<file path="config.mk">
export PLATFORM = sky130hd
export DESIGN_NAME = infix_expression_evaluator
export DESIGN_NICKNAME = d
export VERILOG_FILES = /design/src/iee_pkg.sv /design/src/iee_ctrl.sv /design/src/iee_dpath.sv /design/src/infix_expression_evaluator.sv
export SDC_FILE = /design/constraint.sdc
export NUM_CORES = 2
export LEC_CHECK = 0
export BUFFER_PORTS_ARGS = -buffer_cell sky130_fd_sc_hd__buf_2
export CAP_MARGIN = 20
export CORE_ASPECT_RATIO = 0.6
export CORE_MARGIN = 5
export CORE_UTILIZATION = 40
export CTS_BUF_LIST = sky130_fd_sc_hd__clkbuf_16
export DETAILED_ROUTE_END_ITERATION = 8
export PLACE_DENSITY = 0.57
export SLEW_MARGIN = 20
export SYNTH_ARGS = -nofsm -noshare
export SYNTH_HDL_FRONTEND = slang
export SYNTH_HIERARCHICAL = 1
export SYNTH_SLANG_ARGS = --single-unit
</file>
<file path="constraint.sdc">
create_clock -name clk -period 7.8 [get_ports clk]
set_input_delay 0.78 -clock clk [delete_from_list [all_inputs] [get_ports clk]]
set_output_delay 0.78 -clock clk [all_outputs]
set_load 0.02 [all_outputs]
</file>
<file path="src/iee_pkg.sv">
// ----------------------------------------------------------------------------
// iee_pkg
// Shared types, constants and character helpers of the infix evaluator.
// ----------------------------------------------------------------------------
`default_nettype none

package iee_pkg;

	localparam int WORD_WIDTH = 32;
	localparam int CNT_W      = $clog2(WORD_WIDTH);
	localparam int VALUE_W    = 32;

	localparam logic [7:0] CHAR_PLUS   = 8'h2b;
	localparam logic [7:0] CHAR_MINUS  = 8'h2d;
	localparam logic [7:0] CHAR_TIMES  = 8'h2a;
	localparam logic [7:0] CHAR_DIVIDE = 8'h2f;
	localparam logic [7:0] CHAR_ZERO   = 8'h30;
	localparam logic [7:0] CHAR_NINE   = 8'h39;
	localparam logic [7:0] CHAR_SPACE  = 8'h20;
	localparam logic [7:0] CHAR_TAB    = 8'h09;
	localparam logic [7:0] CHAR_CR     = 8'h0d;

	typedef enum logic [2:0] {
		OP_PLUS   = 3'd0,
		OP_MINUS  = 3'd1,
		OP_TIMES  = 3'd2,
		OP_DIVIDE = 3'd3,
		OP_DROP   = 3'd4
	} op_t;

	typedef enum logic [2:0] {
		ST_IDLE,
		ST_CLOSE,
		ST_DIV,
		ST_DIV_FIX,
		ST_FINISH
	} state_t;

	typedef struct packed {
		logic take;      // input item accepted this cycle
		logic close;     // apply pending operator or start the divider
		logic div_step;  // one quotient bit
		logic div_fix;   // write signed quotient back to the term
		logic finish;    // load the result and clear the expression state
	} ctrl_cmd_t;

	typedef struct packed {
		logic close_req;   // incoming item closes the current number
		logic div_needed;  // pending divide with a nonzero divisor
		logic last;        // the closing item was the last of the expression
	} dp_status_t;

	function automatic logic is_digit(input logic [7:0] c);
		return (c >= CHAR_ZERO) && (c <= CHAR_NINE);
	endfunction

	function automatic logic is_space(input logic [7:0] c);
		return (c == CHAR_SPACE) || ((c >= CHAR_TAB) && (c <= CHAR_CR));
	endfunction

	function automatic op_t op_of(input logic [7:0] c);
		op_t op;
		case (c)
			CHAR_PLUS:   op = OP_PLUS;
			CHAR_MINUS:  op = OP_MINUS;
			CHAR_TIMES:  op = OP_TIMES;
			CHAR_DIVIDE: op = OP_DIVIDE;
			default:     op = OP_DROP;
		endcase
		return op;
	endfunction

endpackage

`default_nettype wire

</file>
<file path="src/iee_ctrl.sv">
// ----------------------------------------------------------------------------
// iee_ctrl
// Sequencer of the evaluator: input handshake, close step, divider
// iterations, result hand-off and the output valid flag.
// ----------------------------------------------------------------------------
`default_nettype none

module iee_ctrl (
	input  wire                  clk,
	input  wire                  arst_n,
	input  wire                  in_valid,
	output logic                 in_ready,
	output logic                 out_valid,
	input  wire                  out_ready,
	input  iee_pkg::dp_status_t  status,
	output iee_pkg::ctrl_cmd_t   cmd
);

	iee_pkg::state_t state_q, state_d;
	logic [iee_pkg::CNT_W-1:0] cnt_q, cnt_d;
	logic out_valid_q, out_valid_d;
	logic out_free;

	assign out_free  = !out_valid_q || out_ready;
	assign out_valid = out_valid_q;

	always_ff @(posedge clk or negedge arst_n) begin
		if (!arst_n) begin
			state_q     <= iee_pkg::ST_IDLE;
			cnt_q       <= '0;
			out_valid_q <= 1'b0;
		end else begin
			state_q     <= state_d;
			cnt_q       <= cnt_d;
			out_valid_q <= out_valid_d;
		end
	end

	always_comb begin
		state_d     = state_q;
		cnt_d       = cnt_q;
		out_valid_d = out_valid_q && !out_ready;
		in_ready    = 1'b0;
		cmd         = '0;
		unique case (state_q)
			iee_pkg::ST_IDLE: begin
				in_ready = 1'b1;
				if (in_valid) begin
					cmd.take = 1'b1;
					if (status.close_req)
						state_d = iee_pkg::ST_CLOSE;
				end
			end
			iee_pkg::ST_CLOSE: begin
				cmd.close = 1'b1;
				cnt_d     = '0;
				if (status.div_needed)
					state_d = iee_pkg::ST_DIV;
				else if (status.last)
					state_d = iee_pkg::ST_FINISH;
				else
					state_d = iee_pkg::ST_IDLE;
			end
			iee_pkg::ST_DIV: begin
				cmd.div_step = 1'b1;
				cnt_d        = cnt_q + 1'b1;
				if (cnt_q == iee_pkg::CNT_W'(iee_pkg::WORD_WIDTH - 1))
					state_d = iee_pkg::ST_DIV_FIX;
			end
			iee_pkg::ST_DIV_FIX: begin
				cmd.div_fix = 1'b1;
				state_d     = status.last ? iee_pkg::ST_FINISH : iee_pkg::ST_IDLE;
			end
			iee_pkg::ST_FINISH: begin
				// wait here while the previous result is still unclaimed
				if (out_free) begin
					cmd.finish  = 1'b1;
					out_valid_d = 1'b1;
					state_d     = iee_pkg::ST_IDLE;
				end
			end
			default: begin
				state_d = iee_pkg::ST_IDLE;
			end
		endcase
	end

endmodule

`default_nettype wire

</file>
<file path="src/iee_dpath.sv">
// ----------------------------------------------------------------------------
// iee_dpath
// Datapath of the evaluator: number accumulator, term and sum registers,
// multiplier, restoring divider and the result register.
// ----------------------------------------------------------------------------
`default_nettype none

module iee_dpath (
	input  wire                         clk,
	input  wire                         arst_n,
	input  wire  [7:0]                  char_code,
	input  wire                         is_last,
	input  iee_pkg::ctrl_cmd_t          cmd,
	output iee_pkg::dp_status_t         status,
	output logic signed [31:0]          value,
	output logic                        div_zero
);

	localparam int W = iee_pkg::WORD_WIDTH;

	logic [W-1:0]    term_sum_q, cur_term_q, num_acc_q;
	iee_pkg::op_t    pend_op_q, new_op_q;
	logic            last_q, err_q;
	logic [W-1:0]    div_rem_q, div_quo_q, div_den_q;
	logic            div_neg_q;
	logic signed [31:0] value_q;
	logic            div_zero_q;

	logic [W-1:0] acc_next;
	logic [W:0]   shifted, trial;
	logic [W-1:0] quotient;
	logic [W-1:0] res_word;

	assign acc_next = (num_acc_q << 3) + (num_acc_q << 1)
		+ W'(char_code - iee_pkg::CHAR_ZERO);

	assign status.close_req  = !(iee_pkg::is_digit(char_code) || iee_pkg::is_space(char_code))
		|| is_last;
	assign status.div_needed = (pend_op_q == iee_pkg::OP_DIVIDE) && (num_acc_q != '0);
	assign status.last       = last_q;

	// one restoring step: shift in the next dividend bit, keep if it fits
	assign shifted  = {div_rem_q, div_quo_q[W-1]};
	assign trial    = shifted - {1'b0, div_den_q};
	assign quotient = div_neg_q ? (W'(0) - div_quo_q) : div_quo_q;
	assign res_word = term_sum_q + cur_term_q;

	assign value    = value_q;
	assign div_zero = div_zero_q;

	always_ff @(posedge clk or negedge arst_n) begin
		if (!arst_n) begin
			term_sum_q <= '0;
			cur_term_q <= '0;
			num_acc_q  <= '0;
			pend_op_q  <= iee_pkg::OP_PLUS;
			new_op_q   <= iee_pkg::OP_PLUS;
			last_q     <= 1'b0;
			err_q      <= 1'b0;
		end else begin
			if (cmd.take) begin
				if (iee_pkg::is_digit(char_code))
					num_acc_q <= acc_next;
				new_op_q <= iee_pkg::op_of(char_code);
				last_q   <= is_last;
			end
			if (cmd.close && !status.div_needed) begin
				case (pend_op_q)
					iee_pkg::OP_PLUS: begin
						term_sum_q <= term_sum_q + cur_term_q;
						cur_term_q <= num_acc_q;
					end
					iee_pkg::OP_MINUS: begin
						term_sum_q <= term_sum_q + cur_term_q;
						cur_term_q <= W'(0) - num_acc_q;
					end
					iee_pkg::OP_TIMES: begin
						cur_term_q <= W'(cur_term_q * num_acc_q);
					end
					iee_pkg::OP_DIVIDE: begin
						// divisor is zero here
						err_q      <= 1'b1;
						cur_term_q <= '0;
					end
					default: begin
					end
				endcase
				num_acc_q <= '0;
				pend_op_q <= new_op_q;
			end
			if (cmd.div_fix) begin
				cur_term_q <= quotient;
				num_acc_q  <= '0;
				pend_op_q  <= new_op_q;
			end
			if (cmd.finish) begin
				term_sum_q <= '0;
				cur_term_q <= '0;
				num_acc_q  <= '0;
				pend_op_q  <= iee_pkg::OP_PLUS;
				err_q      <= 1'b0;
				last_q     <= 1'b0;
			end
		end
	end

	always_ff @(posedge clk) begin
		if (cmd.close && status.div_needed) begin
			div_rem_q <= '0;
			div_quo_q <= cur_term_q[W-1] ? (W'(0) - cur_term_q) : cur_term_q;
			div_den_q <= num_acc_q[W-1] ? (W'(0) - num_acc_q) : num_acc_q;
			div_neg_q <= cur_term_q[W-1] ^ num_acc_q[W-1];
		end else if (cmd.div_step) begin
			if (!trial[W]) begin
				div_rem_q <= trial[W-1:0];
				div_quo_q <= {div_quo_q[W-2:0], 1'b1};
			end else begin
				div_rem_q <= shifted[W-1:0];
				div_quo_q <= {div_quo_q[W-2:0], 1'b0};
			end
		end
		if (cmd.finish) begin
			value_q    <= iee_pkg::VALUE_W'(signed'(res_word));
			div_zero_q <= err_q;
		end
	end

endmodule

`default_nettype wire

</file>
<file path="src/infix_expression_evaluator.sv">
// ----------------------------------------------------------------------------
// infix_expression_evaluator
// Streaming evaluator of ASCII infix expressions with + - * / on integers.
// ----------------------------------------------------------------------------
// Usage: characters enter on the input channel (in_valid / in_ready, with
// char_code and is_last), one item per handshake. A digit or white space
// that is not last keeps the input ready. A character that closes a number
// runs the close step; closing a division with a nonzero divisor also runs
// the restoring divider, one quotient bit per cycle, and its sign fix-up
// step. The last character adds the finish step that loads the result
// register, so out_valid rises on the output channel (out_valid /
// out_ready, with value and div_zero) once the close step, any division
// and the finish step are through. The result sits in an output register:
// new characters are taken while it waits. If the receiver still holds off
// when the next expression is finished, the block waits with in_ready low
// until the result is taken.
// Reset clears the expression state and the output valid flag; after each
// result the expression state returns to its reset value.
// ----------------------------------------------------------------------------
`default_nettype none

module infix_expression_evaluator (
	input  wire                 clk,
	input  wire                 arst_n,
	input  wire                 in_valid,
	output logic                in_ready,
	input  wire  [7:0]          char_code,
	input  wire                 is_last,
	output logic                out_valid,
	input  wire                 out_ready,
	output logic signed [31:0]  value,
	output logic                div_zero
);

	iee_pkg::ctrl_cmd_t  cmd;
	iee_pkg::dp_status_t status;

	iee_ctrl u_ctrl (
		.clk       (clk),
		.arst_n    (arst_n),
		.in_valid  (in_valid),
		.in_ready  (in_ready),
		.out_valid (out_valid),
		.out_ready (out_ready),
		.status    (status),
		.cmd       (cmd)
	);

	iee_dpath u_dpath (
		.clk       (clk),
		.arst_n    (arst_n),
		.char_code (char_code),
		.is_last   (is_last),
		.cmd       (cmd),
		.status    (status),
		.value     (value),
		.div_zero  (div_zero)
	);

endmodule

`default_nettype wire

</file>
Yosys cells after proc, flatten, opt, wreduce, memory -nomap -nowiden
Index checks and enable logic that the tools add are counted.
{"block": "totals", "rom_bits": 0, "inputBits": 13, "latchBits": 0, "register_bits": 243, "mem_count": 0, "wordCells": 128, "mem_bits_rw": 0}
{"block": "classes", "bitwise": 1, "n_mux": 46, "mul": 1, "div": 0, "n_eq_ne": 17, "shifts": 0, "n_addsub": 9, "n_reduce_logical": 33, "n_lt_le_gt_ge": 4}
{"cell": "2-to-1 mux 32 bit", "count": 16}
{"cell": "case mux 32 bit (4 select lines)", "count": 1}
{"cell": "adder 32 bit", "count": 3}
{"cell": "subtractor 1 x 32 -> 32 bit (first input constant)", "count": 3}
{"cell": "equality test 8 x 6 -> 1 bit (second input constant)", "count": 5}
{"cell": "subtractor 33 x 32 -> 33 bit", "count": 1}
{"cell": "multiplier 32 x 32 -> 32 bit", "count": 1}
{"cell": "nonzero test 32 bit", "count": 1}
{"cell": "2-to-1 mux 31 bit", "count": 1}
{"cell": "2-to-1 mux 3 bit", "count": 9}
{"cell": "2-to-1 mux 1 bit", "count": 16}
{"cell": "case mux 3 bit (5 select lines)", "count": 1}
{"cell": "equality test 3 x 2 -> 1 bit (second input constant)", "count": 4}
{"cell": "case mux 3 bit (4 select lines)", "count": 1}
{"cell": "nonzero test 2 bit", "count": 6}
{"cell": "case mux 5 bit (2 select lines)", "count": 1}
{"cell": "subtractor 8 x 6 -> 9 bit (second input constant)", "count": 1}
{"cell": "greater-or-equal comparator 8 x 4 -> 1 bit (second input constant)", "count": 1}
{"cell": "greater-or-equal comparator 8 x 6 -> 1 bit (second input constant)", "count": 1}
{"cell": "less-or-equal comparator 8 x 4 -> 1 bit (second input constant)", "count": 1}
{"cell": "less-or-equal comparator 8 x 6 -> 1 bit (second input constant)", "count": 1}
{"cell": "AND reduction 2 bit", "count": 4}
{"cell": "nonzero test 4 bit", "count": 2}
{"cell": "equality test 3 x 1 -> 1 bit (second input constant)", "count": 2}
{"cell": "other kinds (14)", "count": 28}

Depth between registers and ports, before layout
{"block": "logic_depth", "word_depth": 9, "mapped_depth": 27, "mapped_depth_nobuf": 25}

Hierarchy
Netlist, hierarchy kept.
{"module": "iee_dpath", "instances": 1, "cells_per_inst": 3814, "area_each_um2": 33301.9, "seq_area_each_um2": 6185.9}
{"module": "iee_ctrl", "instances": 1, "cells_per_inst": 56, "area_each_um2": 566.8, "seq_area_each_um2": 225.2}

Worst setup path before layout
Ideal clock, no wire load.
{"block": "synth_path", "path_type": "reg2reg", "startpoint": "reg u_dpath.num_acc_q[6]", "endpoint": "reg u_dpath.cur_term_q[28]", "period_less_slack_ns": 7.229, "path_buffers": 2, "arrival_time_ns": 7.151, "setup_time_ns": 0.078, "path_stages_with_launch": 25, "slack_ns": 0.571, "cell_sequence": "dfrtp_1 clkbuf_1 clkbuf_1 and2_1 fa_1 fa_1 fa_1 inv_1 fa_1 inv_1 fa_1 inv_1 fa_1 inv_1 fa_1 fa_1 ha_1 a21o_1 a21o_1 a21o_1 o31a_1 o2111a_1 o21ai_0 or4b_1 a21oi_1"}
{"block": "synth_via", "elab_chain_len": 6, "word_cells_on_any_way": 12, "classes_between": "add/sub (1); mul (1); mux (4); reduce/logical (6)"}
{"element": "start, declared", "line": "iee_dpath.sv:21", "rtl": "logic [W-1:0] term_sum_q, cur_term_q, num_acc_q;"}
{"element": "start signal, assigned", "line": "iee_dpath.sv:63", "rtl": "num_acc_q <= acc_next;"}
{"element": "branches (longest 6 deep; another with multiplier 32 x 32 -> 32 bit)"}
{"element": "end signal, assigned", "line": "iee_dpath.sv:71", "rtl": "cur_term_q <= num_acc_q;"}
{"element": "end signal, assigned", "line": "iee_dpath.sv:75", "rtl": "cur_term_q <= W'(0) - num_acc_q;"}
{"element": "end signal, assigned", "line": "iee_dpath.sv:78", "rtl": "cur_term_q <= W'(cur_term_q * num_acc_q);"}
{"element": "end, declared", "line": "iee_dpath.sv:21"}
Parallel ways; which one is timed is not known. The select of a mux whose other input is x is not followed.
A chain may end at the register's enable or synchronous reset.

Worst setup path in the final report
{"block": "layout_path", "startpoint": "reg u_dpath.num_acc_q[16]", "endpoint": "reg u_dpath.cur_term_q[29]"}
Same word-level chain as after synthesis.

==> impl_metrics.csv <==
group,metric,value,unit
outcome,status,"finished clean",
yosys,syn_area_per_cell,8.75,sq um
route,via_per_inst,5.70,
setup_path,crit_path_cell_trace,"buf_4 > nand2_1 > fa_1 > inv_1 > fa_1 > inv_1 > fa_1 > fa_1 > inv_1 > fa_1 > fa_1 > fa_1 > fa_1 > ha_1 > or2_2 > a21oi_1 > a31o_2 > xnor2_1 > a21oi_1 > a2111oi_2",
clock_network,cts_hold_buf,0,
route,dr.pass1.iters,7,
clock_network,cts_tree,"built",
floorplan,ioPinCount,48,
setup_path,worst-path-max-fanout,15,
clock_network,clk_pin_slew,70,ps
layout,instances_no_fill,5001,
setup_path,start_kind,"flop",
clock_network,clock-root-buffer,"clkbuf_16",
place,pre_cts_ws,374,ps
pwr,power.density,204,nW/um^2
sta,min_period_over_period,95.8,%
floorplan,die_h,235,um
setup_path,crit_type,"reg2reg",
sta,slew_viol_final,0,
setup_path,required,8310,ps
yosys,syn_area,33900,sq um
clock_network,htree_levels,1,
yosys,ys_seq_area_share,18.9,%
clock_network,cts-buffers-inserted,27,
setup_path,crit_top_cell,"fa_1",
place,io_buffers,47,
clock_network,cts.sinks,243,
layout,layout_common_cells,"522 x nand2_1, 472 x inv_1, 439 x fa_1, 307 x and2_1, 225 x ha_1",
flow_run,drv_cap,0,
route,vias,28500,
yosys,syn_nets,4547,
setup_path,slowest_delay,1170,ps
yosys,synth-edff-count,98,
sta,fmax,0.134,GHz
global_routing,grt_pass1_vias,27400,
floorplan,start_util,40.5,%
route,routedWlPerCell,24.5,um
layout,fin_nets,4519,
layout,final_common_cell,"nand2_1",
sta,finalClockSkew,12.9,ps
global_routing,overflow,0,
sta,rsz0062_at_grt,"false",
layout,syn_to_final_growth,8.06,%
floorplan,die_w,386,um
yosys,async_flop_share,46.5,%
route,drc,0,
floorplan,num_rows,82,
yosys,ys_ff_latch,243,
global_routing,grt_start_max_net_pins,62,
setup_path,critPathCaptureType,"flop",
layout,fill_cells,8401,
sta,setup_viol,0,
pwr,p_leak,16.9,nW
global_routing,grt_first_pass_wirelength,184,mm
place,dp.cells,4946,
global_routing,grt_usage,26.9,%
floorplan,die-area,90800,sq um
sta,worst_pin_slew,1250,ps
pwr,total_power,7.48,mW
yosys,synthesis.instances,3870,
yosys,synth_cell_types,88,
route,drt_wl_total,122,mm
yosys,synth_warnings,6,
sta,max_slew_margin,16.8,%
layout,drive_above_1_share,6.99,%
sta,hold_viol_final,0,
floorplan,core_region_area,83700,sq um
place,gp_congestion,0.976,
pwr,ir_drop,0.207,mV
sta,fin_ws,326,ps
yosys,ys.flop_type,"dfrtp_1",
sta,hold_ws,184,ps
worst_hold_path,hold_path_class,"in2async",
setup_path,slowest_stage,"dfrtp_1",
place,hpwl,95.3,mm
route,detail-route-antenna-nets,0,
clock_network,clock_path_buffers,3,
setup_path,arrival,7990,ps
sta,fin_tns_setup,0,ps
route,first_iter_violations,3324,
global_routing,antenna_found_initial,6,
clock_network,clk_latency,630,ps
sta,min_period,7470,ps
## cell usage after synthesis (18+ instances only)
cell type / count / area, sq um
o21bai_1: 19 / 143
xor2_1: 91 / 797
clkbuf_1: 223 / 837
xnor2_1: 160 / 1400
dfrtp_1: 113 / 2830
nand2b_1: 28 / 175
nand4_1: 20 / 125
a31oi_1: 44 / 275
or3_1: 24 / 150
o211ai_1: 29 / 218
nor2_1: 177 / 664
a211oi_1: 30 / 225
nor3_1: 53 / 265
dfxtp_1: 32 / 641
a21oi_1: 179 / 896
a21o_1: 46 / 345
nand3_1: 52 / 260
edfxtp_1: 98 / 2940
o31ai_1: 35 / 263
fa_1: 439 / 8790
inv_1: 472 / 1770
and3_1: 19 / 119
nand2_1: 523 / 1960
and2_1: 307 / 1920
o21a_1: 27 / 203
o21ai_0: 148 / 741
ha_1: 225 / 2820
a311oi_1: 18 / 158
## where the power goes
part           leakage [nW]  total (mW)  switching, mW  internal (mW)
sequential             2.64        2.02          0.391           1.63
clock                 0.439        1.37          0.645          0.726
combinational          13.8        4.09           2.73           1.36
## worst max-delay path, delay by kind of cell, from the launching register on
kind            cells  cell delay, ps
xor+xnor            1             150
fa+ha+maj           9            4270
simple gates        2             390
buf+inv             4             460
flops               1            1170
compound gates      4             890
## path summary, 6_finish.rpt
path / slack [ps] / from / end / cells past startpoint
min in group clk: 460 / char_code[0] / u_dpath/num_acc_q[0] / 3
max: 330 / u_dpath/num_acc_q[16] / u_dpath/cur_term_q[29] / 20
max reg2reg: 330 / u_dpath/num_acc_q[16] / u_dpath/cur_term_q[29] / 20
min: 180 / arst_n / u_ctrl/state_q[2] / 1
min reg2reg: 500 / u_dpath/div_rem_q[10] / u_dpath/div_rem_q[10] / 2
max in group asynchronous: 5940 / arst_n / u_dpath/num_acc_q[9] / 3
## flip-flops by register name, summed over array words and instances, names as in the netlist, 5 cells and up
register and count:
u_ctrl/cnt_q 5, u_dpath/cur_term_q 32, u_dpath/div_rem_q 32, u_dpath/div_quo_q 32, u_dpath/term_sum_q 32, u_dpath/num_acc_q 32
u_dpath/div_den_q 32, u_dpath/value 32
## cells by family (layout without fill, tap and decap cells)
logic type	Yosys count	in the layout	synth area share [%]
muxes	19	19	0.573
AOI/OAI and AO/OA	695	695	13.2
DFF	243	243	18.9
and+or+nand+nor	1288	1288	18.6
other	0	4	0
buffers and inverters	710	703	7.96
xor gates and xnor gates	251	251	6.49
adders and majority gates	664	664	34.3
## per-stage QoR
step                utilization, %  cell area [sq um]
global route                  43.7              36600
detailed placement            42.6              35700
floorplan                        -              33900
CTS                           43.7              36600
global placement              42.6              35700
finish                        43.7              36600
## layout make-up
type	instances	area (sq um)	area share [%]
antenna	4	10.0	0.0274
clock buffer	28	701	1.91
clock inverter	22	191	0.523
inverter	475	1780	4.87
multi-input combinational	2917	24800	67.8
sequential	243	6410	17.5
tap	1134	1420	3.88
timing repair buffer	178	1260	3.45
## what timing repair did
item,CTS,global route
buffers inserted,0,0
endpoints found under the setup margin,0,1
resized for setup,0,1
## metal layers
| layer | GRT usage [%] | vias up | routed length [um] |
|---|---|---|---|
| li1 | - | 12600 | - |
| met1 | 43.5 | 14000 | 58700 |
| met4 | 3.77 | 2 | 2410 |
| met2 | 32.2 | 1680 | 42200 |
| met3 | 12.2 | 178 | 19000 |
| met5 | 0.423 | - | 54 |
Note: power is estimated with default switching activity, not from simulation.
